<file path="src/hw/rtl/rpn_pkg.sv">
// Shared types and constants for the RPN stack calculator.
package rpn_pkg;

    localparam int ValW    = 32;
    localparam int VarIdxW = 5;
    localparam int DvdW    = 48;
    localparam int DvsW    = 32;

    typedef enum logic [3:0] {
        ACT_NUM     = 4'd0,
        ACT_VAR     = 4'd1,
        ACT_ADD     = 4'd2,
        ACT_MUL     = 4'd3,
        ACT_SUB     = 4'd4,
        ACT_DIV     = 4'd5,
        ACT_MOD     = 4'd6,
        ACT_PRINT   = 4'd7,
        ACT_RECALL  = 4'd8,
        ACT_DUP     = 4'd9,
        ACT_SWAP    = 4'd10,
        ACT_CLEAR   = 4'd11,
        ACT_NEWLINE = 4'd12,
        ACT_UNKNOWN = 4'd13
    } t_action;

    typedef enum logic [2:0] {
        ST_OK       = 3'd0,
        ST_EMPTY    = 3'd1,
        ST_FULL     = 3'd2,
        ST_ZERO_DIV = 3'd3,
        ST_UNKNOWN  = 3'd4,
        ST_OVERFLOW = 3'd5
    } t_status;

    typedef enum logic [4:0] {
        OP_NOP,
        OP_LOAD,
        OP_POP,
        OP_CAP_A,
        OP_CAP_B,
        OP_PUSH_NUM,
        OP_PUSH_VAR,
        OP_PUSH_RECENT,
        OP_PUSH_A,
        OP_PUSH_B,
        OP_PUSH_RES,
        OP_DUP_PUSH,
        OP_ADD,
        OP_SUB,
        OP_MUL_P,
        OP_MUL_S,
        OP_DIV_START,
        OP_DIV_END,
        OP_MOD_START,
        OP_MOD_END,
        OP_VAR_STORE,
        OP_PRINT,
        OP_CLEAR,
        OP_SKIP_CLR,
        OP_NL_SHOW,
        OP_FLAG_UNK,
        OP_FLAG_ZDIV
    } t_dp_op;

    typedef enum logic [3:0] {
        S_IDLE,
        S_DECODE,
        S_CAPB,
        S_POPA,
        S_CAPA,
        S_EXEC,
        S_MULS,
        S_WAIT,
        S_PUSH1,
        S_PUSH2,
        S_DONE
    } t_state;

    typedef struct packed {
        t_dp_op op;
        logic   out_load;
    } t_dp_cmd;

    typedef struct packed {
        t_action action;
        logic    vi_ok;
        logic    var_full;
        logic    skip;
        logic    div_zero;
        logic    mod_zero;
        logic    div_busy;
        logic    out_full;
    } t_dp_stat;

endpackage

</file>
<file path="src/hw/rtl/rpn_ctrl.sv">
// Controller: sequences pops, arithmetic and pushes for one command.
module rpn_ctrl (
    input  logic               i_clk,
    input  logic               i_rst_n,
    input  logic               i_in_valid,
    output logic               o_in_ready,
    input  rpn_pkg::t_dp_stat  i_stat,
    output rpn_pkg::t_dp_cmd   o_cmd
);
    import rpn_pkg::*;

    t_state r_state, n_state;
    logic   zdiv;

    assign zdiv = ((i_stat.action == ACT_DIV) && i_stat.div_zero) ||
                  ((i_stat.action == ACT_MOD) && i_stat.mod_zero);

    // Next state
    always_comb begin
        n_state = r_state;
        case (r_state)
            S_IDLE: begin
                if (i_in_valid) begin
                    n_state = S_DECODE;
                end
            end
            S_DECODE: begin
                case (i_stat.action)
                    ACT_VAR: begin
                        if (i_stat.vi_ok && !i_stat.var_full) begin
                            n_state = S_CAPB;
                        end else begin
                            n_state = S_DONE;
                        end
                    end
                    ACT_ADD, ACT_SUB, ACT_MUL, ACT_DIV, ACT_MOD, ACT_SWAP:
                        n_state = S_CAPB;
                    ACT_NEWLINE: n_state = i_stat.skip ? S_DONE : S_CAPB;
                    ACT_DUP:     n_state = S_CAPA;
                    default:     n_state = S_DONE;
                endcase
            end
            S_CAPB: begin
                if ((i_stat.action == ACT_VAR) || (i_stat.action == ACT_NEWLINE)) begin
                    n_state = S_EXEC;
                end else begin
                    n_state = S_POPA;
                end
            end
            S_POPA:  n_state = zdiv ? S_DONE : S_CAPA;
            S_CAPA:  n_state = S_EXEC;
            S_EXEC: begin
                case (i_stat.action)
                    ACT_ADD, ACT_SUB:   n_state = S_PUSH1;
                    ACT_MUL:            n_state = S_MULS;
                    ACT_DIV, ACT_MOD:   n_state = S_WAIT;
                    ACT_DUP, ACT_SWAP:  n_state = S_PUSH2;
                    default:            n_state = S_DONE;
                endcase
            end
            S_MULS:  n_state = S_PUSH1;
            S_WAIT: begin
                if (!i_stat.div_busy) begin
                    n_state = S_PUSH1;
                end
            end
            S_PUSH1: n_state = S_DONE;
            S_PUSH2: n_state = S_DONE;
            S_DONE: begin
                if (!i_stat.out_full) begin
                    n_state = S_IDLE;
                end
            end
            default: n_state = S_IDLE;
        endcase
    end

    // Datapath commands
    always_comb begin
        o_cmd.op       = OP_NOP;
        o_cmd.out_load = 1'b0;
        case (r_state)
            S_IDLE: begin
                if (i_in_valid) begin
                    o_cmd.op = OP_LOAD;
                end
            end
            S_DECODE: begin
                case (i_stat.action)
                    ACT_NUM: o_cmd.op = OP_PUSH_NUM;
                    ACT_VAR: begin
                        if (!i_stat.vi_ok) begin
                            o_cmd.op = OP_FLAG_UNK;
                        end else if (i_stat.var_full) begin
                            o_cmd.op = OP_PUSH_VAR;
                        end else begin
                            o_cmd.op = OP_POP;
                        end
                    end
                    ACT_ADD, ACT_SUB, ACT_MUL, ACT_DIV, ACT_MOD, ACT_SWAP, ACT_DUP:
                        o_cmd.op = OP_POP;
                    ACT_NEWLINE: o_cmd.op = i_stat.skip ? OP_SKIP_CLR : OP_POP;
                    ACT_PRINT:   o_cmd.op = OP_PRINT;
                    ACT_RECALL:  o_cmd.op = OP_PUSH_RECENT;
                    ACT_CLEAR:   o_cmd.op = OP_CLEAR;
                    default:     o_cmd.op = OP_FLAG_UNK;
                endcase
            end
            S_CAPB: o_cmd.op = OP_CAP_B;
            S_POPA: o_cmd.op = zdiv ? OP_FLAG_ZDIV : OP_POP;
            S_CAPA: o_cmd.op = OP_CAP_A;
            S_EXEC: begin
                case (i_stat.action)
                    ACT_VAR:     o_cmd.op = OP_VAR_STORE;
                    ACT_NEWLINE: o_cmd.op = OP_NL_SHOW;
                    ACT_ADD:     o_cmd.op = OP_ADD;
                    ACT_SUB:     o_cmd.op = OP_SUB;
                    ACT_MUL:     o_cmd.op = OP_MUL_P;
                    ACT_DIV:     o_cmd.op = OP_DIV_START;
                    ACT_MOD:     o_cmd.op = OP_MOD_START;
                    ACT_DUP:     o_cmd.op = OP_DUP_PUSH;
                    ACT_SWAP:    o_cmd.op = OP_PUSH_B;
                    default:     o_cmd.op = OP_NOP;
                endcase
            end
            S_MULS: o_cmd.op = OP_MUL_S;
            S_WAIT: begin
                if (!i_stat.div_busy) begin
                    o_cmd.op = (i_stat.action == ACT_MOD) ? OP_MOD_END : OP_DIV_END;
                end
            end
            S_PUSH1: o_cmd.op = OP_PUSH_RES;
            S_PUSH2: o_cmd.op = (i_stat.action == ACT_DUP) ? OP_DUP_PUSH : OP_PUSH_A;
            S_DONE:  o_cmd.out_load = !i_stat.out_full;
            default: o_cmd.op = OP_NOP;
        endcase
    end

    assign o_in_ready = (r_state == S_IDLE);

    always_ff @(posedge i_clk) begin
        if (!i_rst_n) begin
            r_state <= S_IDLE;
        end else begin
            r_state <= n_state;
        end
    end

endmodule

</file>
<file path="config.mk">
export PLATFORM = sky130hd
export DESIGN_NAME = rpn_ctrl
export DESIGN_NICKNAME = d
export VERILOG_FILES = /design/src/hw/rtl/rpn_pkg.sv /design/src/hw/rtl/rpn_ctrl.sv
export SDC_FILE = /design/constraint.sdc
export NUM_CORES = 1
export LEC_CHECK = 0
export BUFFER_PORTS_ARGS = -buffer_cell sky130_fd_sc_hd__buf_2
export CELL_PAD_IN_SITES_DETAIL_PLACEMENT = 0
export CELL_PAD_IN_SITES_GLOBAL_PLACEMENT = 1
export CORE_ASPECT_RATIO = 2
export CORE_MARGIN = 1
export CORE_UTILIZATION = 35
export CTS_CLUSTER_DIAMETER = 120
export CTS_CLUSTER_SIZE = 40
export DETAILED_ROUTE_END_ITERATION = 7
export PLACE_DENSITY = 0.83
export SKIP_LAST_GASP = 1
export SYNTH_ARGS = -nofsm -noshare
export SYNTH_HDL_FRONTEND = slang
export SYNTH_SLANG_ARGS = --single-unit
</file>
<file path="constraint.sdc">
create_clock -name i_clk -period 3.4 [get_ports i_clk]
set_input_delay 0.17 -clock i_clk [delete_from_list [all_inputs] [get_ports i_clk]]
set_output_delay 0.17 -clock i_clk [all_outputs]
set_load 0.01 [all_outputs]
</file>
==> reports/results.ini, run 1 <==
[run_status]
status = finished, final reports clean

[cells_and_area]
antenna_cells = 0
areaGrowthSynthToFinish_pct = 9.293
fillCellCount = 276
largest-register = r_state
multiInputGateArea_um2 = 758.2
reg_top3 = r_state x4
seq_area_um2 = 80.08
instances_no_fill = 177
nets = 170
final_layout_size_suffix_gt1_share_pct = 20.13
largest_register_ff_count = 4

[synthesis]
avgSynthCellArea_um2 = 6.877
ys_types = 50
ys.flop_type = dfxtp_1
syn_area_um2 = 955.9
synth-seq-area-share_pct = 8.377
synth_edf_count = 0
async_flop_share_pct = 0
ys_seq_elements = 4
yosys_warnings = 0
synth_nets = 158
yosysMostFrequentCell = nand2_1
synthTopCellsByArea = dfxtp_1 (8.4%), a21oi_1 (6.8%), ha_1 (6.5%)
synthTopCellsByCount = nand2_1 (14), a21oi_1 (13), nor2_1 (10), o21ai_0 (10), inv_1 (7)
yosysTopAreaCell = dfxtp_1
synth_cells = 139
synth_top_area_share_pct = 8.377

[routing]
drcViolationCount = 0
routed_wl_um = 2998
via_per_inst = 6.379
first_iter_violations = 41
first_pass_iters = 4
num_vias = 1129
antenna_left = 0
wl_per_cell_um = 16.94

[worst_hold_path]
hp-class = in -> reg
whs_path_depth = 2

[critical_path]
slowest_delay_ns = 0.59
cpMaxStageDelayCell = dfxtp_1
endpoint_kind = output pin
r2r_slack_ns = 1.29
timing.rr.end = r_state[2]
r2r-start = r_state[1]
rr_worst_depth = 4
crit_end = o_cmd[3]
cp_max_fo = 14
worstPathArrival_ns = 2.12
start_kind = flop
critPathKind = reg -> out
setup.worst_path.start = r_state[0]
worstPathCellList = nor2b_1, nand2_1, a21oi_1, a211oi_1, o21ai_0, buf_2
cp.required_ns = 3.23

[global_route]
grt_pass1_vias = 1117
grt_usage_pct = 22.28
antenna_found_initial = 0
grt_max_degree = 22
grt_overflow = 0
grt_pass1_wl_um = 4947

[place]
io_buffer_count = 20
place.gp.congestion = 0.9014
dp_hpwl_um = 2324
dp_cells = 174

[floorplanning]
io_pins = 21
die-area_um2 = 2957
rows = 26
die_h_um = 75.91
fp.dieW_um = 38.96
initial_core_util_pct = 37.20
core_um2 = 2570

[clocking]
cts.sinks = 4
h-tree-depth = 1
clk_pin_slew_ns = 0.03
cts_tree = built
clk_latency_ns = 0.22
numCtsBuffers = 3
postCtsSetupBuffers = 0
cts_root_buf = clkbuf_8
clockBufferDepth = 2
cts_resized = 0
hold_buffers = 0

[timing]
worstMarginPinSlew_ns = 0.6907
finalMaxSlewViolations = 0
fin_worst_skew_ns = 0.001703
period_share_pct = 67.24
fin_tns_setup_ns = 0
maxSlewHeadroom_pct = 53.89
hold_viol = 0
setup_viol = 0
rsz0062_at_grt = no
max_freq_mhz = 437.4
period_needed_ns = 2.286
whs_ns = 0.2196

[job]
max_cap_violations = 0

[power_and_ir_drop]
power_leakage_nw = 0.4311
powerDensity_nw_per_um2 = 557.1
irDropWorstVdd_mv = 0.1678
power_mw = 0.5821

[cells by family after synthesis]
| family | after synthesis | synth area share [%] |
|---|---|---|
| flops | 4 | 8.377 |
| simple gates | 55 | 32.99 |
| fa+ha+maj | 5 | 6.545 |
| compound gates | 53 | 38.74 |
| buf+inv | 21 | 12.30 |
| mux | 1 | 1.047 |
[how the worst min path moves through the flow]
stage | startpoint | to | slack (ns)
after floorplan | i_rst_n | r_state[0] | 0.29
after CTS | i_rst_n | r_state[0] | 0.22
after global routing | i_rst_n | r_state[1] | 0.24
final | i_rst_n | r_state[0] | 0.22
after detailed placement | i_rst_n | r_state[0] | 0.44
after global placement | i_rst_n | r_state[0] | 0.43
[area by class of cell]
type	count	share of cell area, %
clock buffer	3	3.952
sequential	4	7.665
tap	28	3.353
timing repair buffer	20	9.581
multi-input combinational	114	72.57
inverter	8	2.874
[report_power, final]
part,internal (mW),total [mW],switching (mW)
combinational,0.147,0.352,0.205
clock,0.0755,0.100,0.0248
sequential,0.0639,0.130,0.0658
[layer usage]
| layer | track usage (%) | part of all wire [%] | vias up |
|---|---|---|---|
| li1 | - | - | 547 |
| met1 | 21.80 | 35 | 521 |
| met2 | 39.33 | 55 | 45 |
| met3 | 2.047 | 3.2 | 16 |
| met4 | 15.17 | 6.2 | 0 |
| met5 | 0 | 0 | - |
[metrics by stage]
| step | util (%) | area [um2] | worst slack (ns) |
|---|---|---|---|
| 5_1_grt | 40.65 | 1045 | 0.9427 |
| 6_report | 40.65 | 1045 | 1.114 |
| 2_1_floorplan | - | 955.9 | 1.657 |
| 4_1_cts | 40.65 | 1045 | 1.171 |
| 3_5_place_dp | 39.05 | 1003 | 1.271 |
| 3_3_place_gp | 39.05 | 1003 | 1.278 |
[critical path, delay by kind of cell (launching register included)]
kind	cells	cell delay (ns)
and+or+nand+nor	2	0.70
buffers and inverters	1	0.17
DFF	1	0.59
AOI/OAI and AO/OA	3	0.43
[cell usage in the layout (no fill, tap or decap), drive strengths merged, types with 2 or more instances in the layout]
master	instances
nor2	10
a211oi	2
o211ai	2
nand4	3
a21oi	13
o22ai	4
clkbuf	3
o31a	2
and2	2
nand2b	2
dfxtp	4
a31oi	2
a22oi	3
nand3	2
ha	5
nor3	5
nor4	3
buf	20
a2bb2oi	2
inv	7
or3	3
nor4b	2
nor2b	5
o21ai	11
nand2	14
No activity file was read; power rests on OpenSTA's default activity.
==> inputs of run 2 (changes only) <==
ABC_AREA = 1   (was not set)
PLACE_DENSITY = 0.86   (was 0.83)
clock period = 2.17 ns   (was 3.4 ns; I/O delays follow)
==> run 2 against run 1 <==
Effect of this change:
- clock skew is 0.0015 ns lower
- sequential share of layout area shrank 0.46 points
- largest power group unchanged
- cell count is 20% higher
- register-to-register slack worse by 0.47 ns
- cell area rose by 6.3%
- clock-buffer cell count did not move
- total power up 67%
- utilization grew 2.6 points
- hold slack worse by 0.12 ns
- global-route usage shrank 0.83 points
- combinational power grew 89%
==> reports/results.ini, run 2 <==
[critical_path]
endpoint_kind = output pin
r2r_slack_ns = 0.82
cp.required_ns = 2.06
worstPathArrival_ns = 1.63
cp_max_fo = 5
rr_worst_depth = 8
slowest_delay_ns = 0.48
r2r-start = r_state[0]
worstPathCellList = nand2_2, inv_2, nand2_1, nor2_2, inv_1, o21ai_1, nor3_1, nand3_1, buf_2
timing.rr.end = r_state[3]
start_kind = flop
cpMaxStageDelayCell = dfxtp_1
cp_top_family = simple AND/OR/NAND/NOR gates
path_buf_inv = 3
critPathKind = reg -> out

[synthesis]
avgSynthCellArea_um2 = 5.872
yosys_warnings = 0
ys_types = 27
synth_nets = 182
synthTopCellsByArea = nand2_1 (13%), inv_1 (9.4%), dfxtp_1 (8.4%)
synth_cells = 163
yosysTopAreaCell = nand2_1
yosysMostFrequentCell = nand2_1
synthTopCellsByCount = nand2_1 (33), inv_1 (24), nand3_1 (16)
synth_edf_count = 0
synth-seq-area-share_pct = 8.366
async_flop_share_pct = 0
syn_area_um2 = 957.2
ys_seq_elements = 4
ys.flop_type = dfxtp_1
synth_top_area_share_pct = 12.94

[worst_hold_path]
hold_end = r_state[1]
worstHoldStart = i_rst_n
whs_path_depth = 3
hp-class = in -> reg

[global_route]
met1_usage_pct = 21.22
use_met3_pct = 0.2924
grt_overflow = 0
grt_max_degree = 12
grt_usage_pct = 21.45
grt_pass1_wl_um = 4712
grt_util_met2_pct = 39.17
grt_pass1_vias = 1107
top_usage_layer = met2
antenna_found_initial = 0

[clocking]
postCtsSetupBuffers = 0
clockBufferDepth = 2
hold_buffers = 0
cts.sinks = 4
cts_root_buf = clkbuf_8
numCtsBuffers = 3
cts_tree = built
clk_pin_slew_ns = 0.03
h-tree-depth = 1
cts_resized = 0
clk_latency_ns = 0.22

[cells_and_area]
reg_top3 = r_state x4
nets = 205
largest-register = r_state
antenna_cells = 0
multiInputGateArea_um2 = 740.7
final_cell_mix = nand2_1 (33), inv_1 (24), buf_2 (20), nand3_1 (16), nor2_1 (15)
final_layout_size_suffix_gt1_share_pct = 27.72
fillCellCount = 296
largest_register_ff_count = 4
fin_util_pct = 43.23
areaGrowthSynthToFinish_pct = 16.08
final_common_cell = nand2_1
seq_area_um2 = 80.08

[power_and_ir_drop]
swShare_pct = 52.49
pwr-share-comb_pct = 68.7
seqPwrFrac_pct = 15.2
irDropWorstVdd_mv = 0.2826
power_leakage_nw = 0.6299
internal_power_mw = 0.4613
clkPwrFrac_pct = 16.2
netSwitchingPower_mw = 0.5096
powerDensity_nw_per_um2 = 873.8

[routing]
wl_per_cell_um = 13.80
antenna_left = 0
first_iter_violations = 48
routed_wl_um = 2926
first_pass_iters = 5
drcViolationCount = 0
num_vias = 1137
via_per_inst = 5.363

[timing]
fin_worst_skew_ns = 0.0002447
worstMarginPinSlew_ns = 0.3231
setup_viol = 0
rsz0062_at_grt = no
finalMaxSlewViolations = 0
max_freq_mhz = 573.6
period_share_pct = 80.35
fin_tns_setup_ns = 0
maxSlewHeadroom_pct = 78.46
hold_viol = 0
period_needed_ns = 1.743

[floorplanning]
die_h_um = 75.96
io_pins = 21
initial_core_util_pct = 37.24
fp.dieW_um = 38.98
die-area_um2 = 2961
core_um2 = 2570
rows = 26

[place]
io_buffer_count = 20
dp_hpwl_um = 2510
place.gp.congestion = 0.9116

[job]
max_cap_violations = 0

[run_status]
status = finished, final reports clean

[run 2: changes by cell type after synthesis, sizes merged, moves of 3 or more]
cell    before  now
nor2b        5    0
buf          6    2
or3          3    0
nor4         3    0
o22ai        4    1
clkbuf       7    0
nand2       14   41
nand3        2   20
inv          7   29
nor2        10   24
[run 2: power groups by stage]
stage	Clock, mW	Sequential, mW	Combinational, mW
final	0.157	0.147	0.667
after global routing	0.161	0.151	0.747
after CTS	0.161	0.146	0.669
after detailed placement	0	0.145	0.667
after global placement	0	0.143	0.665
after floorplan	0	0.135	0.484
[run 2: worst reg2reg max path: cells and delay by family, from the launching register on]
family / cells / cell delay [ns]
AOI/OAI and AO/OA: 1 / 0.10
DFF: 1 / 0.48
and+or+nand+nor: 7 / 0.70
[run 2: logic make-up (layout without fill, tap and decap cells)]
family                   after synthesis  count (layout)  share of synthesized area (%)
AO/OA/AOI/OAI                         26              26                          15.69
buffers and inverters                 31              52                          14.25
adder cells (fa/ha/maj)                5               5                          6.536
flip-flops                             4               4                          8.366
AND/OR/NAND/NOR                       97              97                          55.16
[run 2: final cells by class]
class                           instances  share of cell area [%]
Multi-Input combinational cell        128                   66.67
Sequential cell                         4                   7.207
Tap cell                               28                   3.153
Timing Repair Buffer                   20                   9.009
Inverter                               29                   10.25
Clock buffer                            3                   3.716
[run 2: worst max-delay path by stage]
stage,start,to,slack (ns),depth (start not counted)
finish,r_state[0],o_cmd[2],0.43,9
global route,r_state[0],o_cmd[2],0.30,9
CTS,r_state[0],o_cmd[2],0.42,9
detailed placement,i_stat[9],o_cmd[1],0.51,10
global placement,i_stat[9],o_cmd[1],0.56,10
floorplan,r_state[0],o_cmd[1],0.93,7
[run 2: per-layer routing]
metal	wire length, um	part of all wire [%]	up-vias
li1	-	-	580
met1	1013	35	513
met2	1673	57	33
met3	64	2.2	11
met4	174	5.9	0
met5	0	0	-
[run 2: per-stage QoR]
stage          power [mW]  area (um2)  setup WS, ns  std cells  hold WS, ns
2_1_floorplan      0.6187       957.2        0.9326        163       0.2061
3_3_place_gp       0.8088        1070        0.5632        209       0.3184
3_5_place_dp       0.8126        1070        0.5137        209       0.3311
4_1_cts            0.9761        1111        0.4217        212       0.1018
5_1_grt             1.060        1111        0.2974        212       0.1254
6_report           0.9709        1111        0.4265        212       0.1034
==> inputs of run 3 (changes only) <==
CORE_UTILIZATION = 33   (was 35)
PLACE_DENSITY = 0.85   (was 0.86)
clock period = 1.4 ns   (was 2.17 ns; I/O delays follow)
==> run 3 against run 2 <==
Effect of this change:
- the flow now finishes with violations (setup timing)
- register-to-register slack lost 0.80 ns
- die area grew 5.8%
- critical path depth is 1 higher
- critical path type unchanged
- largest power group unchanged
- highest routed layer unchanged
==> reports/results.ini, run 3 (synthesis results as in run 2) <==
[routing]
num_vias = 1254
m1WireLength_um = 1178
first_iter_violations = 43
antenna_left = 0
route.met3.wl_um = 61
wl_per_cell_um = 13.74
drcViolationCount = 0
first_pass_iters = 5
routed_wl_um = 3340
wl_met2_um = 2000
routed.top_layer = met4
via_per_inst = 5.160

[critical_path]
cp.required_ns = 1.33
start_kind = flop
cp_max_fo = 4
critPathKind = reg -> out
endpoint_kind = output pin
worstPathArrival_ns = 1.48

[cells_and_area]
postLayoutCellArea_um2 = 1526
instances_no_fill = 243
final_layout_size_suffix_gt1_share_pct = 53.27
antenna_cells = 0
fin_util_pct = 55.78
fillCellCount = 271
areaGrowthSynthToFinish_pct = 59.48
nets = 235
final_common_cell = buf_4
largest-register = r_state
final_cell_mix = buf_4 (28), nand2_1 (26), buf_2 (20), inv_1 (15), nand3_1 (14)
reg_top3 = r_state x4
largest_register_ff_count = 4

[clocking]
h-tree-depth = 1
clk_pin_slew_ns = 0.03
clockBufferDepth = 2
clk_latency_ns = 0.22
cts_root_buf = clkbuf_8
cts_tree = built
cts.sinks = 4
numCtsBuffers = 3

[job]
max_cap_violations = 0

[global_route]
grt_overflow = 0
antenna_found_initial = 0
grt_max_degree = 10
grt_pass1_wl_um = 5071
grt_usage_pct = 22.30
grt_pass1_vias = 1235

[floorplanning]
fp.dieW_um = 40.08
io_pins = 21
core_um2 = 2736
die_h_um = 78.17
initial_core_util_pct = 34.98
rows = 27
die-area_um2 = 3133

[timing]
period_needed_ns = 1.547
worst_slack_ns = -0.1468
rsz0062_at_grt = yes
setup_viol = 6
period_share_pct = 110.5
worstMarginPinSlew_ns = 0.2592
max_freq_mhz = 646.5
maxSlewHeadroom_pct = 82.70
fin_worst_skew_ns = 0.002469
hold_viol = 0
fin_tns_setup_ns = -0.5521
finalMaxSlewViolations = 0

[power_and_ir_drop]
power_leakage_nw = 0.8319
powerDensity_nw_per_um2 = 1357
irDropWorstVdd_mv = 0.5601
power_mw = 2.072

[run_status]
violations = setup timing
status = finished with violations

[place]
dp_cells = 228
io_buffer_count = 20
place.gp.congestion = 0.9072
place_area_um2 = 1206
dp_hpwl_um = 2628

[worst_hold_path]
hp-class = in -> reg

==> run 3: cell count changes in the layout (fill, tap and decap cells not counted), sizes merged <==
cell	delta
buf	+30
==> run 3: layout make-up <==
type | instances | area, um2 | share of cell area [%]
Clock buffer | 3 | 41.29 | 2.705
Inverter | 29 | 121.4 | 7.951
Multi-Input combinational cell | 128 | 890.9 | 58.36
Sequential cell | 4 | 95.09 | 6.230
Tap cell | 29 | 36.28 | 2.377
Timing Repair Buffer | 50 | 341.6 | 22.38
==> run 3: where the power goes <==
part	leakage, nW	internal [mW]	total (mW)	switching, mW
clock	0.0216	0.183	0.240	0.0573
combinational	0.775	0.728	1.56	0.833
sequential	0.0356	0.186	0.271	0.0847
==> run 3: path summary, 6_finish.rpt <==
kind / depth (start not counted) / endpoint / from / slack (ns)
setup / recovery: 10 / o_cmd[2] / r_state[0] / -0.15
setup reg to reg: 7 / r_state[3] / r_state[0] / 0.02
hold / removal: 3 / r_state[1] / i_rst_n / 0.09
hold reg to reg: 5 / r_state[0] / r_state[0] / 0.76
==> run 3: through the flow <==
stage	hold slack [ns]	setup WS, ns
6_report	0.09089	-0.1468
5_1_grt	0.09266	-0.2003
4_1_cts	0.08059	-0.1126
3_5_place_dp	0.3037	-0.1406
3_3_place_gp	0.2900	-0.1251
2_1_floorplan	0.1676	0.2011
==> run 3: per-layer routing <==
layer / global-route usage, % / vias up
li1: - / 638
met1: 20.52 / 575
met2: 43.71 / 34
met3: 0.2825 / 7
met4: 10.34 / 0
met5: 0 / -
==> run 3: worst max-delay path, cell delays in order (launching register included) <==
cell and delay (ns):
dfxtp_4 0.36, buf_6 0.12, nand2_4 0.09, inv_4 0.04
nand2_4 0.06, nor2_4 0.04, inv_2 0.05, o21ai_1 0.05
nor3_1 0.20, nand3_1 0.10, buf_2 0.15
==> run 3: what timing repair did <==
action | 4_1_cts | 5_1_grt
endpoints found under the hold margin | 0 | 0
hold buffers | 0 | 0
setup endpoints to repair | 5 | 8
resized for setup | 22 | 32
setup buffers | 5 | 7
cloned | 0 | 0
pin swaps | 5 | 17
